==> config.mk <==
export PLATFORM = sky130hd
export DESIGN_NAME = scan_code_set1_to_ascii_unit
export DESIGN_NICKNAME = d
export VERILOG_FILES = /design/src/hdl/sc1asc_pkg.sv /design/src/hdl/sc1asc_decode.sv /design/src/hdl/scan_code_set1_to_ascii_unit.sv
export VERILOG_INCLUDE_DIRS = /design/src /design/src/hdl
export SDC_FILE = /design/constraint.sdc
export NUM_CORES = 1
export LEC_CHECK = 0
export BUFFER_PORTS_ARGS = -buffer_cell sky130_fd_sc_hd__buf_4
export CORE_AREA = 2 2 86 88
export DETAILED_ROUTE_END_ITERATION = 6
export DIE_AREA = 0 0 88 90
export GPL_ROUTABILITY_DRIVEN = 0
export PLACE_DENSITY = 0.72
export SLEW_MARGIN = 20
export SYNTH_ARGS = -nofsm -noshare
export SYNTH_HDL_FRONTEND = slang
export SYNTH_SLANG_ARGS = --single-unit
==> constraint.sdc <==
create_clock -name clk -period 4.25 [get_ports clk]
set_clock_uncertainty 0.05 [all_clocks]
set_input_delay 1.0625 -clock clk [delete_from_list [all_inputs] [get_ports clk]]
set_output_delay 1.0625 -clock clk [all_outputs]
set_load 0.01 [all_outputs]
==> src/hdl/scan_code_set1_to_ascii_unit_macros.svh <==
// assertion macros for the scan code set 1 decoder
`ifndef SCAN_CODE_SET1_TO_ASCII_UNIT_MACROS_SVH
`define SCAN_CODE_SET1_TO_ASCII_UNIT_MACROS_SVH

// same-cycle implication under reset
`define SC1_ASSERT_SAME(label, clk, rst_n, ante, cons, msg) \
    label: assert property (@(posedge clk) disable iff (!rst_n) (ante) |-> (cons)) \
        else $error(msg);

// next-cycle implication under reset
`define SC1_ASSERT_NEXT(label, clk, rst_n, ante, cons, msg) \
    label: assert property (@(posedge clk) disable iff (!rst_n) (ante) |=> (cons)) \
        else $error(msg);

`endif

==> src/hdl/sc1asc_pkg.sv <==
// types, constants and key tables for the scan code set 1 decoder
package sc1asc_pkg;

    localparam int TABLE_ENTRIES = 89;

    localparam logic [7:0] CODE_PAUSE_PREFIX = 8'hE1;
    localparam logic [7:0] CODE_EXT_PREFIX   = 8'hE0;
    localparam logic [7:0] PAUSE_KEY         = 8'hA0;
    localparam logic [7:0] NO_KEY            = 8'h00;
    localparam logic [7:0] CHAR_LOWER_A      = 8'h61;
    localparam logic [7:0] CHAR_LOWER_Z      = 8'h7A;

    localparam int RELEASE_BIT = 7;

    localparam logic [6:0] ROW_LSHIFT        = 7'd42;
    localparam logic [6:0] ROW_RSHIFT        = 7'd54;
    localparam logic [6:0] ROW_CAPS          = 7'd58;
    localparam logic [6:0] ROW_NUM           = 7'd69;
    localparam logic [6:0] ROW_SCROLL        = 7'd70;
    localparam logic [6:0] ROW_SYMBOL_FIRST  = 7'd2;
    localparam logic [6:0] ROW_SYMBOL_LAST   = 7'd53;
    localparam logic [6:0] ROW_KEYPAD_FIRST  = 7'd71;
    localparam logic [6:0] ROW_KEYPAD_LAST   = 7'd83;

    localparam logic [2:0] PAUSE_SKIP_RESET  = 3'd2;

    localparam logic [7:0] NORMAL_CODE [TABLE_ENTRIES] = '{
        8'h00, 8'h1B, 8'h31, 8'h32, 8'h33, 8'h34, 8'h35, 8'h36, 8'h37, 8'h38,
        8'h39, 8'h30, 8'h2D, 8'h3D, 8'h08, 8'h09, 8'h71, 8'h77, 8'h65, 8'h72,
        8'h74, 8'h79, 8'h75, 8'h69, 8'h6F, 8'h70, 8'h5B, 8'h5D, 8'h0A, 8'h81,
        8'h61, 8'h73, 8'h64, 8'h66, 8'h67, 8'h68, 8'h6A, 8'h6B, 8'h6C, 8'h3B,
        8'h27, 8'h60, 8'h82, 8'h5C, 8'h7A, 8'h78, 8'h63, 8'h76, 8'h62, 8'h6E,
        8'h6D, 8'h2C, 8'h2E, 8'h2F, 8'h83, 8'h2A, 8'h85, 8'h20, 8'h86, 8'h87,
        8'h88, 8'h89, 8'h8A, 8'h8B, 8'h8C, 8'h8D, 8'h8E, 8'h8F, 8'h90, 8'h91,
        8'h92, 8'h93, 8'h94, 8'h95, 8'h2D, 8'h96, 8'h97, 8'h98, 8'h2B, 8'h99,
        8'h9A, 8'h9B, 8'h9C, 8'h9D, 8'h00, 8'h00, 8'h00, 8'h9E, 8'h9F
    };

    localparam logic [7:0] COMBINED_CODE [TABLE_ENTRIES] = '{
        8'h00, 8'h1B, 8'h21, 8'h40, 8'h23, 8'h24, 8'h25, 8'h5E, 8'h26, 8'h2A,
        8'h28, 8'h29, 8'h5F, 8'h2B, 8'h08, 8'h09, 8'h51, 8'h57, 8'h45, 8'h52,
        8'h54, 8'h59, 8'h55, 8'h49, 8'h4F, 8'h50, 8'h7B, 8'h7D, 8'h0A, 8'h81,
        8'h41, 8'h53, 8'h44, 8'h46, 8'h47, 8'h48, 8'h4A, 8'h4B, 8'h4C, 8'h3A,
        8'h22, 8'h7E, 8'h82, 8'h7C, 8'h5A, 8'h58, 8'h43, 8'h56, 8'h42, 8'h4E,
        8'h4D, 8'h3C, 8'h3E, 8'h3F, 8'h83, 8'h2A, 8'h85, 8'h20, 8'h86, 8'h87,
        8'h88, 8'h89, 8'h8A, 8'h8B, 8'h8C, 8'h8D, 8'h8E, 8'h8F, 8'h90, 8'h91,
        8'h92, 8'h37, 8'h38, 8'h39, 8'h2D, 8'h34, 8'h35, 8'h36, 8'h2B, 8'h31,
        8'h32, 8'h33, 8'h30, 8'h2E, 8'h00, 8'h00, 8'h00, 8'h9E, 8'h9F
    };

    typedef struct packed {
        logic       shift_held;
        logic       caps_on;
        logic       num_on;
        logic       scroll_on;
        logic       prefix_pending;
        logic [2:0] skip_left;
    } kbd_state_t;

    // first member sits in the top bits
    typedef struct packed {
        logic       led_update;
        logic       scroll_led;
        logic       num_led;
        logic       caps_led;
        logic       extended_key;
        logic       pressed;
        logic [7:0] raw_code;
        logic [7:0] key_code;
    } key_result_t;

    function automatic logic [7:0] row_code(input logic [6:0] row, input logic combined);
        logic [7:0] code;
        code = NO_KEY;
        if (int'(row) < TABLE_ENTRIES)
        begin
            code = combined ? COMBINED_CODE[row] : NORMAL_CODE[row];
        end
        return code;
    endfunction

endpackage

==> src/hdl/sc1asc_decode.sv <==
// decode of one scan code byte: key lookup, shift, lock, prefix and pause skip tracking
module sc1asc_decode
    import sc1asc_pkg::*;
(
    input  logic [7:0]  scan_code,
    input  kbd_state_t  state,
    input  logic [2:0]  pause_skip_count,
    output kbd_state_t  state_next,
    output key_result_t result,
    output logic        result_valid
);

    logic [6:0] row;
    logic       down;
    logic [7:0] normal;
    logic       is_letter;
    logic       combined;

    assign row    = scan_code[6:0];
    assign down   = ~scan_code[RELEASE_BIT];
    assign normal = row_code(row, 1'b0);
    assign is_letter = (normal >= CHAR_LOWER_A) && (normal <= CHAR_LOWER_Z);

    always_comb
    begin
        priority if (is_letter)
            combined = state.shift_held ^ state.caps_on;
        else if (row >= ROW_SYMBOL_FIRST && row <= ROW_SYMBOL_LAST)
            combined = state.shift_held;
        else if (row >= ROW_KEYPAD_FIRST && row <= ROW_KEYPAD_LAST && !state.prefix_pending)
            combined = state.num_on;
        else
            combined = 1'b0;
    end

    always_comb
    begin
        state_next   = state;
        result_valid = 1'b0;
        result       = '0;
        result.raw_code = scan_code;

        priority if (state.skip_left != 3'd0)
        begin
            // swallowing the tail of a pause sequence
            state_next.skip_left = state.skip_left - 3'd1;
        end
        else if (scan_code == CODE_PAUSE_PREFIX)
        begin
            state_next.skip_left = pause_skip_count;
            result_valid      = 1'b1;
            result.key_code   = PAUSE_KEY;
            result.pressed    = 1'b1;
            result.caps_led   = state.caps_on;
            result.num_led    = state.num_on;
            result.scroll_led = state.scroll_on;
        end
        else if (scan_code == CODE_EXT_PREFIX)
        begin
            state_next.prefix_pending = 1'b1;
        end
        else
        begin
            result_valid        = 1'b1;
            result.key_code     = row_code(row, combined);
            result.pressed      = down;
            result.extended_key = state.prefix_pending;
            state_next.prefix_pending = 1'b0;

            priority if (row == ROW_LSHIFT || row == ROW_RSHIFT)
                state_next.shift_held = down;
            else if (down && row == ROW_CAPS)
            begin
                state_next.caps_on = ~state.caps_on;
                result.led_update  = 1'b1;
            end
            else if (down && row == ROW_NUM)
            begin
                state_next.num_on = ~state.num_on;
                result.led_update = 1'b1;
            end
            else if (down && row == ROW_SCROLL)
            begin
                state_next.scroll_on = ~state.scroll_on;
                result.led_update    = 1'b1;
            end
            else
            begin
                state_next.shift_held = state.shift_held;
            end

            result.caps_led   = state_next.caps_on;
            result.num_led    = state_next.num_on;
            result.scroll_led = state_next.scroll_on;
        end
    end

endmodule

==> src/hdl/scan_code_set1_to_ascii_unit.sv <==
// top level of the scan code set 1 to ascii decoder
// Usage:
//   s_tvalid/s_tready/s_tdata carry one raw set 1 scan code byte per word.
//   m_tvalid/m_tready/m_tdata carry one decoded key word; prefix bytes
//   (0xE0) and the bytes swallowed after a pause prefix give no word.
//   cfg_we/cfg_wdata write the pause skip count (reset value 2); write it
//   only while no words are in flight.
// Timing:
//   a byte is held in an input register, decoded combinationally and lands in
//   the output register, which drives m_tdata; a stall can hold it in either.
//   One byte per cycle is taken while m_tready stays high; the single decode stage sets that figure.
// Reset:
//   rst_n clears shift, lock, prefix and skip state and empties both
//   registers; the skip count returns to 2.
// Stall:
//   while m_tready is low the output word holds and the input register
//   still takes one more byte, then s_tready drops until the output drains.
module scan_code_set1_to_ascii_unit
    import sc1asc_pkg::*;
(
    input  logic        clk,
    input  logic        rst_n,

    input  logic        cfg_we,
    input  logic [2:0]  cfg_wdata,    // pause_skip_count

    input  logic        s_tvalid,
    output logic        s_tready,
    input  logic [7:0]  s_tdata,      // scan_code[7:0]

    output logic        m_tvalid,
    input  logic        m_tready,
    output logic [23:0] m_tdata       // key_code[7:0], raw_code[15:8], pressed[16],
                                      // extended_key[17], caps_led[18], num_led[19],
                                      // scroll_led[20], led_update[21], zero[23:22]
);

    `include "scan_code_set1_to_ascii_unit_macros.svh"

    logic [2:0]  pause_skip_count_reg;
    logic        in_valid_reg;
    logic [7:0]  in_code_reg;
    kbd_state_t  state_reg;
    kbd_state_t  state_next;
    logic        out_valid_reg;
    key_result_t out_result_reg;

    key_result_t result;
    logic        result_valid;
    logic        in_advance;

    sc1asc_decode u_decode (
        .scan_code        (in_code_reg),
        .state            (state_reg),
        .pause_skip_count (pause_skip_count_reg),
        .state_next       (state_next),
        .result           (result),
        .result_valid     (result_valid)
    );

    assign in_advance = in_valid_reg && (!out_valid_reg || m_tready);
    assign s_tready   = !in_valid_reg || in_advance;
    assign m_tvalid   = out_valid_reg;
    assign m_tdata    = {2'b00, out_result_reg};

    always_ff @(posedge clk or negedge rst_n)
    begin
        if (!rst_n)
        begin
            pause_skip_count_reg <= PAUSE_SKIP_RESET;
        end
        else if (cfg_we)
        begin
            pause_skip_count_reg <= cfg_wdata;
        end
    end

    always_ff @(posedge clk or negedge rst_n)
    begin
        if (!rst_n)
        begin
            in_valid_reg  <= 1'b0;
            state_reg     <= '0;
            out_valid_reg <= 1'b0;
        end
        else
        begin
            if (s_tvalid && s_tready)
                in_valid_reg <= 1'b1;
            else if (in_advance)
                in_valid_reg <= 1'b0;

            if (in_advance)
            begin
                state_reg     <= state_next;
                out_valid_reg <= result_valid;
            end
            else if (m_tready)
            begin
                out_valid_reg <= 1'b0;
            end
        end
    end

    always_ff @(posedge clk)
    begin
        if (s_tvalid && s_tready)
            in_code_reg <= s_tdata;
        if (in_advance)
            out_result_reg <= result;
    end

    `SC1_ASSERT_NEXT(a_skip_countdown, clk, rst_n,
        in_advance && (state_reg.skip_left != 3'd0),
        state_reg.skip_left == 3'($past(state_reg.skip_left) - 3'd1),
        "skip countdown did not step by one")
    `SC1_ASSERT_NEXT(a_input_held, clk, rst_n,
        in_valid_reg && !in_advance,
        in_valid_reg && (in_code_reg == $past(in_code_reg)),
        "stalled input byte was lost")
    `SC1_ASSERT_SAME(a_led_on_press, clk, rst_n,
        out_valid_reg && out_result_reg.led_update,
        out_result_reg.pressed,
        "led update on a release")
    `SC1_ASSERT_SAME(a_pause_word, clk, rst_n,
        out_valid_reg && (out_result_reg.raw_code == CODE_PAUSE_PREFIX),
        (out_result_reg.key_code == PAUSE_KEY) && !out_result_reg.led_update,
        "pause prefix decoded wrongly")

endmodule
==> flow_summary.ini <==
[route]
wire_per_inst_um = 18.8
drt_first_pass_iters = 5
remaining_drc_errors = 0
drt_iter0_drc = 767
drtAntennaViolNets = 0
via_per_inst = 6.56
drt_wl_total_mm = 11.0
via_count = 3844

[clock_tree]
cts_hold_buf = 0
path_clk_slew_ns = 0.08
root_buffer = clkbuf_8
clock_sinks = 43
clk-insertion-delay-late_ns = 0.30
cts.repair.resized = 0
ctsLongestPathBuffers = 2
postCtsSetupBuffers = 0
h-tree-depth = 2
cts-buffers-inserted = 5
cts_tree = done

[setup_path]
cp_slowest_stage_delay_ns = 0.65
critPathKind = flop to flop
startpoint_type = flop
reg2reg_depth = 9
cp_cell_sequence = buf_12, nand2b_1, o211ai_1, a21oi_1, o31ai_1, a2bb2oi_1, nor4_2, or4_1, a211oi_1
timing.rr.start = in_code_reg[2]
crit_required_ns = 4.32
cp_slowest_cell = edfxtp_1
cp_max_fo = 57
crit_arrival_ns = 3.81
end_kind = flop
r2r-end = m_tdata[6]
reg2reg_slack_ns = 0.50

[placed_design]
portBuffers = 39
dp_hpwl_mm = 7.85

[min_path]
min_path_type = flop to flop
hold_end = state_reg[4]
hold_path_startpoint = state_reg[4]
hold_depth = 1

[pwr]
clkPwrFrac_pct = 18.7
p_sw_share_pct = 37.0
p_leak_nw = 1.66
power_mw = 1.39
p_int_mw = 0.874
power_frac_seq_pct = 40.4
p_comb_share_pct = 40.8
netSwitchingPower_mw = 0.514
power.density_mw_per_mm2 = 327
ir_drop_mv = 0.206

[yosys]
async_flop_share_pct = 30.2
ys_ff_latch = 43
ys_warn_count = 0
seq_area_frac_synth_pct = 32.7
synth_edf_count = 30
syn_area_per_cell_um2 = 8.20
synth_area_mm2 = 0.00375
synth.distinct_cells = 66
ys.flop_type = edfxtp_1
syn_inst = 457

[timing]
rsz0062_at_grt = false
finalMaxSlewViolations = 0
fin_crit_ns = 3.75
worstMarginPinSlew_ns = 0.692
tns_ns = 0
slew_headroom_pct = 53.4
period_share_pct = 88.1
hold_viol = 0
setup_violations = 0
max_freq_ghz = 0.267

[die]
die_w_um = 88
die-height_um = 90
io_pins = 42
core_mm2 = 0.00702
dieArea_mm2 = 0.00792
rows = 31
initial_core_util_pct = 53.4

[cells_and_area]
antenna_cells = 0
nNetsFinal = 520
syn_to_final_growth_pct = 13.3
final_common_cell = buf_4
drive_above_1_share_pct = 16.6
mostFrequentLayoutCells = buf_4 (58), nor2_1 (43), nand2_1 (41)
largest_reg_flops = 22

[global_route]
antenna_found_initial = 0
grt_pass1_vias = 3390
grt_pass1_wl_mm = 17.3
grt_usage_pct = 27.6
grt_max_degree = 58
overflow = 0

[flow_run]
drv_cap = 0

[status]
run_status = completed
-- cell families (layout without fill, tap and decap cells) --
logic type / after synthesis / after routing / synth area share (%)
simple gates: 163 / 163 / 21.6
fa+ha+maj: 18 / 18 / 6.01
flops: 43 / 43 / 32.7
compound gates: 160 / 160 / 28.4
buf+inv: 56 / 85 / 6.94
xor+xnor: 6 / 6 / 1.40
other cells: 1 / 2 / 0.100
mux: 10 / 10 / 2.77
-- cells in the mapped netlist (all sizes together) (2+ instances only) --
master | n | share of area, %
a31oi | 6 | 1.0
xnor2 | 3 | 0.70
o31ai | 4 | 0.80
edfxtp | 30 | 24
nand4 | 6 | 1.0
or2 | 2 | 0.33
nand2 | 41 | 4.1
ha | 18 | 6.0
a221o | 3 | 0.80
nand3 | 14 | 1.9
a311o | 2 | 0.53
dfrtp | 12 | 8.0
mux2i | 7 | 1.9
o22ai | 8 | 1.3
nor3 | 12 | 1.6
and2 | 4 | 0.67
clkbuf | 18 | 1.8
a22o | 2 | 0.47
o221ai | 2 | 0.47
nand3b | 2 | 0.40
a221oi | 5 | 1.2
o21a | 2 | 0.40
mux2 | 3 | 0.90
a22oi | 4 | 0.80
nor2 | 44 | 4.6
o41ai | 2 | 0.47
o31a | 2 | 0.70
nor2b | 16 | 2.7
a211oi | 13 | 2.6
nand2b | 10 | 1.7
o2111ai | 2 | 0.47
or4 | 3 | 0.60
o211ai | 12 | 2.4
inv | 17 | 1.7
a311oi | 6 | 1.4
o21ai | 37 | 5.0
a21oi | 36 | 4.8
nor4 | 2 | 0.50
buf | 21 | 3.4
and3 | 2 | 0.33
o311ai | 3 | 0.70
xor2 | 3 | 0.70
a31o | 2 | 0.47
-- per-layer routing --
metal	vias to the layer above	global-route usage (%)	part of all wire, %
li1	1755	-	-
met1	1723	39.4	40
met2	317	40.9	44
met3	49	5.69	11
met4	0	10.0	4.1
met5	-	0	0
-- worst max-delay path, delay by kind of cell (launching register included) --
family	cells	cell delay [ns]
compound gates	5	1.62
buf+inv	1	0.30
flops	1	0.65
simple gates	3	0.94
-- worst max-delay path by stage --
stage / start / to / slack (ns)
2_1_floorplan: in_code_reg[1] / m_tdata[6] / 0.38
3_3_place_gp: in_code_reg[4] / m_tdata[6] / 0.67
3_5_place_dp: in_code_reg[0] / m_tdata[6] / 0.64
4_1_cts: in_code_reg[2] / m_tdata[6] / 0.63
5_1_grt: in_code_reg[1] / m_tdata[6] / 0.41
6_report: in_code_reg[2] / m_tdata[6] / 0.50
-- final cells by class --
class,count,area (um2)
clock buffers,7,86.3
clock inverters,1,5.00
fillers,626,2770
inverters,17,63.8
multi-input cells,359,2260
flip-flops and latches,43,1230
well taps,99,124
repair buffers,60,475
-- power groups by stage --
stage                     registers (mW)  logic, mW  clock network, mW
after floorplan                    0.578      0.360                  0
after global placement             0.568      0.546                  0
after detailed placement           0.569      0.550                  0
after CTS                          0.561      0.552              0.265
after global routing               0.570      0.616              0.282
final                              0.561      0.567              0.260
-- through the flow --
stage	hold slack [ns]	utilization, %	cells	cell area [um2]	setup slack (ns)
2_1_floorplan	0.398	-	458	3750	0.378
3_3_place_gp	0.431	59.2	578	4160	0.668
3_5_place_dp	0.437	59.2	578	4160	0.640
4_1_cts	0.452	60.5	586	4250	0.627
5_1_grt	0.460	60.5	586	4250	0.406
6_report	0.449	60.5	586	4250	0.505
Note: power is estimated with default switching activity, not from simulation.
